**src/rms_pkg.sv**
```systemverilog
`timescale 1ns / 1ps
// ----------------------------------------------------------------------------
// RMS level meter package
// Shared widths, coefficients and the types that pass between the front end,
// the block queue and the back end.
// ----------------------------------------------------------------------------
package rms_pkg;

    // Samples per block before further samples of the same block are dropped.
    localparam int BLOCK_LEN = 256;

    // Sample count must hold BLOCK_LEN itself.
    localparam int CNT_W = $clog2(BLOCK_LEN + 1);

    // Square of a halved 16-bit sample is at most 2^28.
    localparam int SQ_W  = 29;
    localparam int SUM_W = SQ_W + $clog2(BLOCK_LEN);

    // Dividend of the mean square is four times the sum.
    localparam int DIV_W  = SUM_W + 2;
    localparam int STEP_W = $clog2(DIV_W);

    // Root is saturated to 16 bits, so only 32 radicand bits matter.
    localparam int ROOT_W = 16;
    localparam int RAD_W  = 2 * ROOT_W;

    // Smoothed level accumulator is Q0.24.
    localparam int ACC_W  = 24;
    localparam int LVL_W  = 16;
    localparam int KEEP_W = 16;
    localparam int NEW_W  = 13;
    localparam int PA_W   = ACC_W + KEEP_W;
    localparam int PB_W   = ROOT_W + NEW_W;
    localparam int TOT_W  = PA_W + 1;

    // 0.93 and 0.07 as fractions of 65536; they sum to exactly one.
    localparam logic [KEEP_W-1:0] COEF_KEEP = 16'd60948;
    localparam logic [NEW_W-1:0]  COEF_NEW  = 13'd4588;
    localparam logic [TOT_W-1:0]  ROUND_HALF = TOT_W'(32768);

    // Threshold register reset value.
    localparam logic [LVL_W-1:0] THR_RESET = 16'd16384;

    // Closed block handed from the front end to the back end.
    typedef struct packed {
        logic [SUM_W-1:0] sum;
        logic [CNT_W-1:0] count;
    } blk_t;

    // Block queue status.
    typedef struct packed {
        logic full;
        logic empty;
    } q_stat_t;

endpackage

```
**src/rms_level_meter_with_onset.sv**
```systemverilog
`timescale 1ns / 1ps
// ----------------------------------------------------------------------------
// RMS level meter with onset trigger
// Block RMS of a sample stream, exponential smoothing and a latched trigger.
// ----------------------------------------------------------------------------
// Samples are taken at one per cycle; the front end stalls only while two
// closed blocks wait in the queue. The back end takes a block from the
// queue, then runs 39 division steps, 16 root steps, the multiply states
// MULA and MULB and the update, which waits while an earlier result waits.
// Reset clears sums, level and trigger and sets the threshold to 1/4 scale.
module rms_level_meter_with_onset (
    input  logic        clk,
    input  logic        rst_n,
    input  logic        s_tvalid,
    output logic        s_tready,
    input  logic [15:0] s_tdata,   // [15:0] sample
    input  logic        s_tlast,   // block_last
    output logic        m_tvalid,
    input  logic        m_tready,
    output logic [15:0] m_tdata,   // [15:0] smoothed_level
    output logic [1:0]  m_tuser,   // [0] above_threshold, [1] onset_pulse
    input  logic        cfg_valid,
    output logic        cfg_ready,
    input  logic [15:0] cfg_data   // [15:0] level_threshold
);
    import rms_pkg::*;

    logic [LVL_W-1:0] thr_reg;
    logic [LVL_W-1:0] thr_next;
    q_stat_t          q_stat;
    logic             push;
    blk_t             push_data;
    logic             pop;
    blk_t             pop_data;

    // Threshold register; a write transfer is always taken.
    assign cfg_ready = 1'b1;
    assign thr_next  = (cfg_valid && cfg_ready) ? cfg_data : thr_reg;

    always_ff @(posedge clk or negedge rst_n)
    begin
        if (!rst_n)
        begin
            thr_reg <= THR_RESET;
        end
        else
        begin
            thr_reg <= thr_next;
        end
    end

    // Sample accumulation.
    rms_front u_front (
        .clk       (clk),
        .rst_n     (rst_n),
        .s_tvalid  (s_tvalid),
        .s_tready  (s_tready),
        .s_tdata   (s_tdata),
        .s_tlast   (s_tlast),
        .q_stat    (q_stat),
        .push      (push),
        .push_data (push_data)
    );

    // Closed block queue.
    rms_queue u_queue (
        .clk       (clk),
        .rst_n     (rst_n),
        .push      (push),
        .push_data (push_data),
        .pop       (pop),
        .pop_data  (pop_data),
        .q_stat    (q_stat)
    );

    // Per-block level computation.
    rms_back u_back (
        .clk       (clk),
        .rst_n     (rst_n),
        .threshold (thr_reg),
        .q_stat    (q_stat),
        .pop       (pop),
        .pop_data  (pop_data),
        .m_tvalid  (m_tvalid),
        .m_tready  (m_tready),
        .m_tdata   (m_tdata),
        .m_tuser   (m_tuser)
    );

`ifndef SYNTHESIS
    // A closed block is never pushed into a full queue.
    assert property (@(posedge clk) disable iff (!rst_n) push |-> !q_stat.full)
        else $error("block pushed into full queue");

    // The back end only takes a block that is present.
    assert property (@(posedge clk) disable iff (!rst_n) pop |-> !q_stat.empty)
        else $error("block popped from empty queue");

    // An onset is only reported together with a set trigger.
    assert property (@(posedge clk) disable iff (!rst_n)
        (m_tvalid && m_tuser[1]) |-> m_tuser[0])
        else $error("onset pulse without trigger");
`endif

endmodule

```
**src/rms_front.sv**
```systemverilog
`timescale 1ns / 1ps
// ----------------------------------------------------------------------------
// RMS meter front end
// Accepts samples, halves and squares them, accumulates the block sum and
// hands each closed block to the queue.
// ----------------------------------------------------------------------------
module rms_front (
    input  logic             clk,
    input  logic             rst_n,
    input  logic             s_tvalid,
    output logic             s_tready,
    input  logic [15:0]      s_tdata,   // [15:0] sample
    input  logic             s_tlast,
    input  rms_pkg::q_stat_t q_stat,
    output logic             push,
    output rms_pkg::blk_t    push_data
);
    import rms_pkg::*;

    logic [SUM_W-1:0]   sum_reg;
    logic [SUM_W-1:0]   sum_next;
    logic [CNT_W-1:0]   count_reg;
    logic [CNT_W-1:0]   count_next;
    logic signed [15:0] half;
    logic signed [31:0] prod;
    logic [SQ_W-1:0]    sq;
    logic               room;
    logic               accept;
    logic [SUM_W-1:0]   sum_add;
    logic [CNT_W-1:0]   count_add;

    // Halve with rounding toward minus infinity and square.
    always_comb
    begin
        half = $signed(s_tdata) >>> 1;
        prod = half * half;
        sq   = prod[SQ_W-1:0];
    end

    // Accumulate while the block still has room.
    always_comb
    begin
        room      = count_reg < CNT_W'(BLOCK_LEN);
        sum_add   = room ? sum_reg + SUM_W'(sq) : sum_reg;
        count_add = room ? count_reg + CNT_W'(1) : count_reg;
        s_tready  = !q_stat.full;
        accept    = s_tvalid && s_tready;
        push      = accept && s_tlast;
        push_data.sum   = sum_add;
        push_data.count = count_add;
        sum_next   = sum_reg;
        count_next = count_reg;
        if (accept)
        begin
            if (s_tlast)
            begin
                sum_next   = '0;
                count_next = '0;
            end
            else
            begin
                sum_next   = sum_add;
                count_next = count_add;
            end
        end
    end

    // Running sum and sample count.
    always_ff @(posedge clk or negedge rst_n)
    begin
        if (!rst_n)
        begin
            sum_reg   <= '0;
            count_reg <= '0;
        end
        else
        begin
            sum_reg   <= sum_next;
            count_reg <= count_next;
        end
    end

endmodule

```
**src/rms_queue.sv**
```systemverilog
`timescale 1ns / 1ps
// ----------------------------------------------------------------------------
// RMS meter block queue
// Two-entry queue of closed blocks between the front end and the back end.
// ----------------------------------------------------------------------------
module rms_queue (
    input  logic             clk,
    input  logic             rst_n,
    input  logic             push,
    input  rms_pkg::blk_t    push_data,
    input  logic             pop,
    output rms_pkg::blk_t    pop_data,
    output rms_pkg::q_stat_t q_stat
);
    import rms_pkg::*;

    localparam int DEPTH = 2;
    localparam int PTR_W = $clog2(DEPTH);

    blk_t             entry_reg [DEPTH];
    logic [PTR_W-1:0] wr_ptr_reg;
    logic [PTR_W-1:0] wr_ptr_next;
    logic [PTR_W-1:0] rd_ptr_reg;
    logic [PTR_W-1:0] rd_ptr_next;
    logic [PTR_W:0]   fill_reg;
    logic [PTR_W:0]   fill_next;

    // Status and pointer updates.
    always_comb
    begin
        q_stat.full  = fill_reg == (PTR_W + 1)'(DEPTH);
        q_stat.empty = fill_reg == '0;
        pop_data     = entry_reg[rd_ptr_reg];
        wr_ptr_next  = push ? wr_ptr_reg + PTR_W'(1) : wr_ptr_reg;
        rd_ptr_next  = pop ? rd_ptr_reg + PTR_W'(1) : rd_ptr_reg;
        fill_next    = fill_reg;
        if (push && !pop)
        begin
            fill_next = fill_reg + (PTR_W + 1)'(1);
        end
        else if (pop && !push)
        begin
            fill_next = fill_reg - (PTR_W + 1)'(1);
        end
    end

    always_ff @(posedge clk or negedge rst_n)
    begin
        if (!rst_n)
        begin
            wr_ptr_reg <= '0;
            rd_ptr_reg <= '0;
            fill_reg   <= '0;
        end
        else
        begin
            wr_ptr_reg <= wr_ptr_next;
            rd_ptr_reg <= rd_ptr_next;
            fill_reg   <= fill_next;
        end
    end

    // Entry storage.
    always_ff @(posedge clk)
    begin
        if (push)
        begin
            entry_reg[wr_ptr_reg] <= push_data;
        end
    end

endmodule

```
**src/rms_back.sv**
```systemverilog
`timescale 1ns / 1ps
// ----------------------------------------------------------------------------
// RMS meter back end
// Per block: mean square by restoring division, floor square root, the
// exponential smoother and the onset trigger, then the result register.
// ----------------------------------------------------------------------------
module rms_back (
    input  logic             clk,
    input  logic             rst_n,
    input  logic [15:0]      threshold,
    input  rms_pkg::q_stat_t q_stat,
    output logic             pop,
    input  rms_pkg::blk_t    pop_data,
    output logic             m_tvalid,
    input  logic             m_tready,
    output logic [15:0]      m_tdata,   // [15:0] smoothed_level
    output logic [1:0]       m_tuser    // [0] above_threshold, [1] onset_pulse
);
    import rms_pkg::*;

    typedef enum logic [5:0] {
        ST_IDLE = 6'b000001,
        ST_DIV  = 6'b000010,
        ST_SQRT = 6'b000100,
        ST_MULA = 6'b001000,
        ST_MULB = 6'b010000,
        ST_UPD  = 6'b100000
    } state_t;

    state_t              state_reg;
    state_t              state_next;
    logic [STEP_W-1:0]   step_reg;
    logic [STEP_W-1:0]   step_next;
    logic [ACC_W-1:0]    acc_reg;
    logic [ACC_W-1:0]    acc_next;
    logic                trig_reg;
    logic                trig_next;
    logic                valid_reg;
    logic                valid_next;
    logic [LVL_W-1:0]    lvl_out_reg;
    logic [LVL_W-1:0]    lvl_out_next;
    logic                pulse_out_reg;
    logic                pulse_out_next;

    logic [DIV_W-1:0]    dvd_reg;
    logic [DIV_W-1:0]    dvd_next;
    logic [CNT_W-1:0]    dvs_reg;
    logic [CNT_W-1:0]    dvs_next;
    logic [CNT_W-1:0]    drem_reg;
    logic [CNT_W-1:0]    drem_next;
    logic [RAD_W-1:0]    rad_reg;
    logic [RAD_W-1:0]    rad_next;
    logic [ROOT_W+2:0]   srem_reg;
    logic [ROOT_W+2:0]   srem_next;
    logic [ROOT_W-1:0]   root_reg;
    logic [ROOT_W-1:0]   root_next;
    logic                sat_reg;
    logic                sat_next;
    logic [PA_W-1:0]     pa_reg;
    logic [PA_W-1:0]     pa_next;
    logic [PB_W-1:0]     pb_reg;
    logic [PB_W-1:0]     pb_next;

    logic [CNT_W:0]      d_trial;
    logic                d_ge;
    logic [DIV_W-1:0]    d_shift;
    logic [ROOT_W+2:0]   s_shift;
    logic [ROOT_W+2:0]   s_trial;
    logic                s_ge;
    logic [ROOT_W-1:0]   rms;
    logic [TOT_W-1:0]    total;
    logic [ACC_W:0]      acc_wide;
    logic [ACC_W-1:0]    acc_sat;
    logic [LVL_W-1:0]    lvl;
    logic                out_free;

    // One restoring division step: one quotient bit per cycle.
    always_comb
    begin
        d_trial = {drem_reg, dvd_reg[DIV_W-1]};
        d_ge    = d_trial >= {1'b0, dvs_reg};
        d_shift = {dvd_reg[DIV_W-2:0], d_ge};
    end

    // One square root step: two radicand bits per cycle.
    always_comb
    begin
        s_shift = {srem_reg[ROOT_W:0], rad_reg[RAD_W-1:RAD_W-2]};
        s_trial = {1'b0, root_reg, 2'b01};
        s_ge    = s_shift >= s_trial;
    end

    // Smoother sum with rounding and saturation, and the result register free test.
    always_comb
    begin
        rms      = sat_reg ? '1 : root_reg;
        total    = TOT_W'(pa_reg) + TOT_W'({pb_reg, 8'd0}) + ROUND_HALF;
        acc_wide = total[TOT_W-1:16];
        acc_sat  = acc_wide[ACC_W] ? '1 : acc_wide[ACC_W-1:0];
        lvl      = acc_sat[ACC_W-1:8];
        out_free = !valid_reg || m_tready;
    end

    // Block sequencer.
    always_comb
    begin
        state_next     = state_reg;
        step_next      = step_reg;
        acc_next       = acc_reg;
        trig_next      = trig_reg;
        valid_next     = valid_reg && !m_tready;
        lvl_out_next   = lvl_out_reg;
        pulse_out_next = pulse_out_reg;
        dvd_next       = dvd_reg;
        dvs_next       = dvs_reg;
        drem_next      = drem_reg;
        rad_next       = rad_reg;
        srem_next      = srem_reg;
        root_next      = root_reg;
        sat_next       = sat_reg;
        pa_next        = pa_reg;
        pb_next        = pb_reg;
        pop            = 1'b0;
        case (state_reg)
            ST_IDLE:
            begin
                if (!q_stat.empty)
                begin
                    pop       = 1'b1;
                    step_next = '0;
                    drem_next = '0;
                    // An empty count divides zero by one, giving an RMS of zero.
                    if (pop_data.count == '0)
                    begin
                        dvd_next = '0;
                        dvs_next = CNT_W'(1);
                    end
                    else
                    begin
                        dvd_next = {pop_data.sum, 2'b00};
                        dvs_next = pop_data.count;
                    end
                    state_next = ST_DIV;
                end
            end
            ST_DIV:
            begin
                drem_next = d_ge ? CNT_W'(d_trial - {1'b0, dvs_reg})
                                 : d_trial[CNT_W-1:0];
                dvd_next  = d_shift;
                step_next = step_reg + STEP_W'(1);
                if (step_reg == STEP_W'(DIV_W - 1))
                begin
                    // A quotient of 2^32 or more saturates the root.
                    rad_next   = d_shift[RAD_W-1:0];
                    sat_next   = |d_shift[DIV_W-1:RAD_W];
                    srem_next  = '0;
                    root_next  = '0;
                    step_next  = '0;
                    state_next = ST_SQRT;
                end
            end
            ST_SQRT:
            begin
                srem_next = s_ge ? s_shift - s_trial : s_shift;
                root_next = {root_reg[ROOT_W-2:0], s_ge};
                rad_next  = {rad_reg[RAD_W-3:0], 2'b00};
                step_next = step_reg + STEP_W'(1);
                if (step_reg == STEP_W'(ROOT_W - 1))
                begin
                    state_next = ST_MULA;
                end
            end
            ST_MULA:
            begin
                pa_next    = acc_reg * COEF_KEEP;
                state_next = ST_MULB;
            end
            ST_MULB:
            begin
                pb_next    = rms * COEF_NEW;
                state_next = ST_UPD;
            end
            ST_UPD:
            begin
                if (out_free)
                begin
                    acc_next       = acc_sat;
                    pulse_out_next = !trig_reg && (lvl > threshold);
                    if (!trig_reg && (lvl > threshold))
                    begin
                        trig_next = 1'b1;
                    end
                    else if (lvl < threshold)
                    begin
                        trig_next = 1'b0;
                    end
                    lvl_out_next = lvl;
                    valid_next   = 1'b1;
                    state_next   = ST_IDLE;
                end
            end
            default:
            begin
                state_next = ST_IDLE;
            end
        endcase
    end

    // Control state, smoother state and trigger.
    always_ff @(posedge clk or negedge rst_n)
    begin
        if (!rst_n)
        begin
            state_reg <= ST_IDLE;
            step_reg  <= '0;
            acc_reg   <= '0;
            trig_reg  <= 1'b0;
            valid_reg <= 1'b0;
        end
        else
        begin
            state_reg <= state_next;
            step_reg  <= step_next;
            acc_reg   <= acc_next;
            trig_reg  <= trig_next;
            valid_reg <= valid_next;
        end
    end

    // Datapath and result payload.
    always_ff @(posedge clk)
    begin
        dvd_reg       <= dvd_next;
        dvs_reg       <= dvs_next;
        drem_reg      <= drem_next;
        rad_reg       <= rad_next;
        srem_reg      <= srem_next;
        root_reg      <= root_next;
        sat_reg       <= sat_next;
        pa_reg        <= pa_next;
        pb_reg        <= pb_next;
        lvl_out_reg   <= lvl_out_next;
        pulse_out_reg <= pulse_out_next;
    end

    // The latched trigger after an update is the one reported with it.
    assign m_tvalid = valid_reg;
    assign m_tdata  = lvl_out_reg;
    assign m_tuser  = {pulse_out_reg, trig_reg};

endmodule

```
**config.mk**
```make
export PLATFORM = sky130hd
export DESIGN_NAME = rms_level_meter_with_onset
export DESIGN_NICKNAME = d
export VERILOG_FILES = /design/src/rms_pkg.sv /design/src/rms_level_meter_with_onset.sv /design/src/rms_front.sv /design/src/rms_queue.sv /design/src/rms_back.sv
export SDC_FILE = /design/constraint.sdc
export NUM_CORES = 2
export LEC_CHECK = 0
export BUFFER_PORTS_ARGS = -buffer_cell sky130_fd_sc_hd__buf_2
export CAP_MARGIN = 15
export CELL_PAD_IN_SITES_DETAIL_PLACEMENT = 1
export CELL_PAD_IN_SITES_GLOBAL_PLACEMENT = 1
export CORE_MARGIN = 8
export CORE_UTILIZATION = 50
export DETAILED_ROUTE_END_ITERATION = 16
export PLACE_DENSITY_LB_ADDON = 0.1
export SKIP_LAST_GASP = 1
export SLEW_MARGIN = 20
export SYNTH_ARGS = -nofsm -noshare
export SYNTH_HDL_FRONTEND = slang
export SYNTH_SLANG_ARGS = --single-unit
```
**constraint.sdc**
```tcl
create_clock -name clk -period 19.2 [get_ports clk]
set_input_delay 5.76 -clock clk [delete_from_list [all_inputs] [get_ports clk]]
set_output_delay 5.76 -clock clk [all_outputs]
set_load 0.02 [all_outputs]
```
==> impl_metrics.env <==
export IMPL_outcome="finished, final reports clean"
export IMPL_cp_max_fo=17
export IMPL_ctsHtreeMaxLevel=2
export IMPL_clk_pin_slew_worst_paths_ns=0.06
export IMPL_dr_pass1_iters=4
export IMPL_cp_start_kind="input pin"
export IMPL_antenna_found_initial=2
export IMPL_synth_edf_count=289
export IMPL_synthArstFlopShare_pct=26.5
export IMPL_fin_crit_sh_pct=73.7
export IMPL_dieWidth_um=284
export IMPL_grt_pass1_vias=28027
export IMPL_grt_ovfl_total=0
export IMPL_post_cts_buffers=0
export IMPL_worst_setup_path_type="in2reg"
export IMPL_path_delay_family="adder cells"
export IMPL_yosysTopAreaCell="edfxtp_1"
export IMPL_ioPinCount=59
export IMPL_worst_path_buf_inv=6
export IMPL_holdPathEnd="u_back.rad_reg[15]$_DFFE_PP_"
export IMPL_syn_inst=3346
export IMPL_gp_congestion=0.861
export IMPL_cts_resized=0
export IMPL_start_util_pct=50.2
export IMPL_cts_made_buffers=47
export IMPL_drt_iter0_markers=1009
export IMPL_wirelength_um=88200
export IMPL_fin_nets=4229
export IMPL_drive_gt1_share_pct=6.55
export IMPL_critPathSlowestCell="fa_1"
export IMPL_slew_headroom_pct=40.5
export IMPL_dp_hpwl_um=68900
export IMPL_hold_depth=2
export IMPL_die_h_um=284
export IMPL_viasPerCell=5.57
export IMPL_antenna_left=0
export IMPL_holdBufCountCts=0
export IMPL_synth_seq_cells=393
export IMPL_post_drt_wl_per_cell_um=20.2
export IMPL_worstPathRequired_ns=19.72
export IMPL_via_count=24344
export IMPL_yosys_warnings=0
export IMPL_tritoncts="done"
export IMPL_clock_skew_ns=0.0555
export IMPL_synth_fp_nets=4192
export IMPL_r2r_start="u_back.acc_reg[2]$_DFFE_PN0P_"
export IMPL_clock_fmax_mhz=70.7
export IMPL_rrSetupSlack_ns=12.65
export IMPL_synth_top_area_share_pct=24.2
export IMPL_cts_root_buffer="clkbuf_16"
export IMPL_seq_area_frac_synth_pct=31.5
export IMPL_postSynthAreaPerCell_um2=10.7
export IMPL_holdCritStartpoint="u_back.rad_reg[13]$_DFFE_PP_"
export IMPL_netlist_top_cells_area="edfxtp_1 24%, fa_1 21%, ha_1 15%, dfrtp_1 7.1%, inv_1 5.3%"
export IMPL_dieArea_um2=80400
export IMPL_final_max_slew_viol_count=0
export IMPL_grt_max_degree=80
export IMPL_core_area_um2=71200
export IMPL_synth_distinct_cells=84
export IMPL_ys_flop_type="edfxtp_1"
export IMPL_syn_area_um2=35800
export IMPL_cap_violations=0
export IMPL_tns_ns=0
export IMPL_slowest_delay_ns=0.59
export IMPL_setup_viol=0
export IMPL_cpMostUsedCell="fa_1"
export IMPL_r2r_cells=18
export IMPL_finalHoldViolations=0
export IMPL_syn_to_final_growth_pct=8.30
export IMPL_drc_errors=0
export IMPL_fillers=7662
export IMPL_clock_sinks=393
export IMPL_hp_class="reg2reg"
export IMPL_row_count=98
export IMPL_io_buffers=56
export IMPL_cts_buffer_depth=3
export IMPL_reg2reg_to="u_back.pa_reg[39]$_DFFE_PN_"
export IMPL_rsz0062_at_grt="no"
export IMPL_n_antenna_cell=0
export IMPL_largest_register_ffs=92
export IMPL_clock_latency_ns=0.63
export IMPL_cp_end_kind="flip-flop"
export IMPL_grtUsageTotal_pct=22.3
export IMPL_min_period_ns=14.15
export IMPL_worst_pin_slew_ns=0.893
export IMPL_worstPathArrival_ns=14.67
export IMPL_grt_pass1_wl_um=146000
==> worst register-to-register path: cells and delay by family, from the launching register on <==
kind | cells | cell delay, ns
adders and majority gates | 7 | 3.43
AOI/OAI and AO/OA | 4 | 1.29
and+or+nand+nor | 4 | 0.69
DFF | 1 | 0.62
xor gates and xnor gates | 1 | 0.15
buffers and inverters | 2 | 0.13
==> worst max path at each step <==
| stage | start | endpoint | slack, ns | cells past startpoint |
|---|---|---|---|---|
| finish | s_tdata[15] | u_front.sum_reg[35]$_DFFE_PN0P_ | 5.05 | 32 |
| global route | s_tdata[15] | u_front.sum_reg[35]$_DFFE_PN0P_ | 4.55 | 32 |
| CTS | s_tdata[15] | u_front.sum_reg[35]$_DFFE_PN0P_ | 5.05 | 32 |
| detailed placement | s_tdata[15] | u_front.sum_reg[35]$_DFFE_PN0P_ | 4.39 | 32 |
| global placement | s_tdata[15] | u_front.sum_reg[35]$_DFFE_PN0P_ | 4.72 | 32 |
| floorplan | s_tdata[15] | u_front.sum_reg[35]$_DFFE_PN0P_ | 5.85 | 30 |
==> routing by layer <==
| metal | vias to the layer above | part of all wire [%] | global-route usage (%) |
|---|---|---|---|
| li1 | 11374 | - | - |
| met1 | 12476 | 41 | 26.3 |
| met2 | 318 | 53 | 41.7 |
| met3 | 174 | 2.7 | 2.61 |
| met4 | 2 | 3.4 | 7.06 |
| met5 | - | 0.011 | 0 |
==> placed cells by master (no fill, tap or decap), types with 20 or more instances in the layout <==
cell       count
a21oi_1      118
a31oi_1       21
xnor2_1      128
nand2_1      334
o21a_1        27
dfrtp_1      101
nand4_1       20
nor3_1        30
xor2_1        48
mux2i_1       47
a22o_1        20
buf_2         55
ha_1         435
or2_2         25
nor2b_1       21
nand3_1       44
inv_1        505
edfxtp_1     289
and2_1        40
nor2_1       159
clkbuf_16     47
nand2b_1      21
a21o_1        56
o21ai_0      137
fa_1         373
o31ai_1       59
==> cell type report <==
| class | count | area (um^2) | share of cell area [%] |
|---|---|---|---|
| sequential | 393 | 11300 | 29.1 |
| timing repair buffer | 72 | 403 | 1.04 |
| clock buffer | 62 | 1270 | 3.28 |
| tap | 950 | 1190 | 3.07 |
| inverter | 505 | 1900 | 4.89 |
| multi-input combinational | 2364 | 22300 | 57.6 |
| clock inverter | 25 | 384 | 0.991 |
==> synth_stat cells, types with 10 or more instances <==
cell type and number:
fa_1 373, mux2i_1 47, a21o_1 56, and3_1 18
nand2b_1 21, nand4_1 20, nor3_1 31, clkbuf_1 70
xnor2_1 128, a211oi_1 12, or2_2 25, nor2b_1 22
inv_1 505, ha_1 435, o21ai_0 138, nand3_1 44
o211ai_1 10, and2_1 40, dfrtp_1 102, a22o_1 20
a31oi_1 21, o31ai_1 59, o21bai_1 14, o21a_1 27
nand2_1 335, nor2_1 160, or3_1 10, mux2_2 17
a21oi_1 118, xor2_1 48, edfxtp_1 289
==> logic make-up after synthesis <==
kind of cell / count (synthesis) / share of synthesized area, %
adders and majority gates: 808 / 36.1
muxes: 64 / 1.85
AOI/OAI and AO/OA: 552 / 10.2
DFF: 393 / 31.5
and+or+nand+nor: 763 / 9.83
buffers and inverters: 589 / 6.22
other: 1 / 0.0105
xor gates and xnor gates: 176 / 4.31
==> stage by stage <==
| stage | setup WS [ns] | util, % | cell area (um^2) | instances | hold WS (ns) |
|---|---|---|---|---|---|
| floorplan | 5.85 | - | 35800 | 3346 | 0.461 |
| global placement | 4.72 | 52.1 | 37100 | 4284 | 0.493 |
| detailed placement | 4.39 | 52.1 | 37100 | 4284 | 0.500 |
| CTS | 5.05 | 54.4 | 38800 | 4371 | 0.491 |
| global route | 4.55 | 54.4 | 38800 | 4371 | 0.538 |
| finish | 5.05 | 54.4 | 38800 | 4371 | 0.495 |
Power is not shown: default switching activity piles up to over one toggle a cycle in this logic, so the estimate is an artifact.
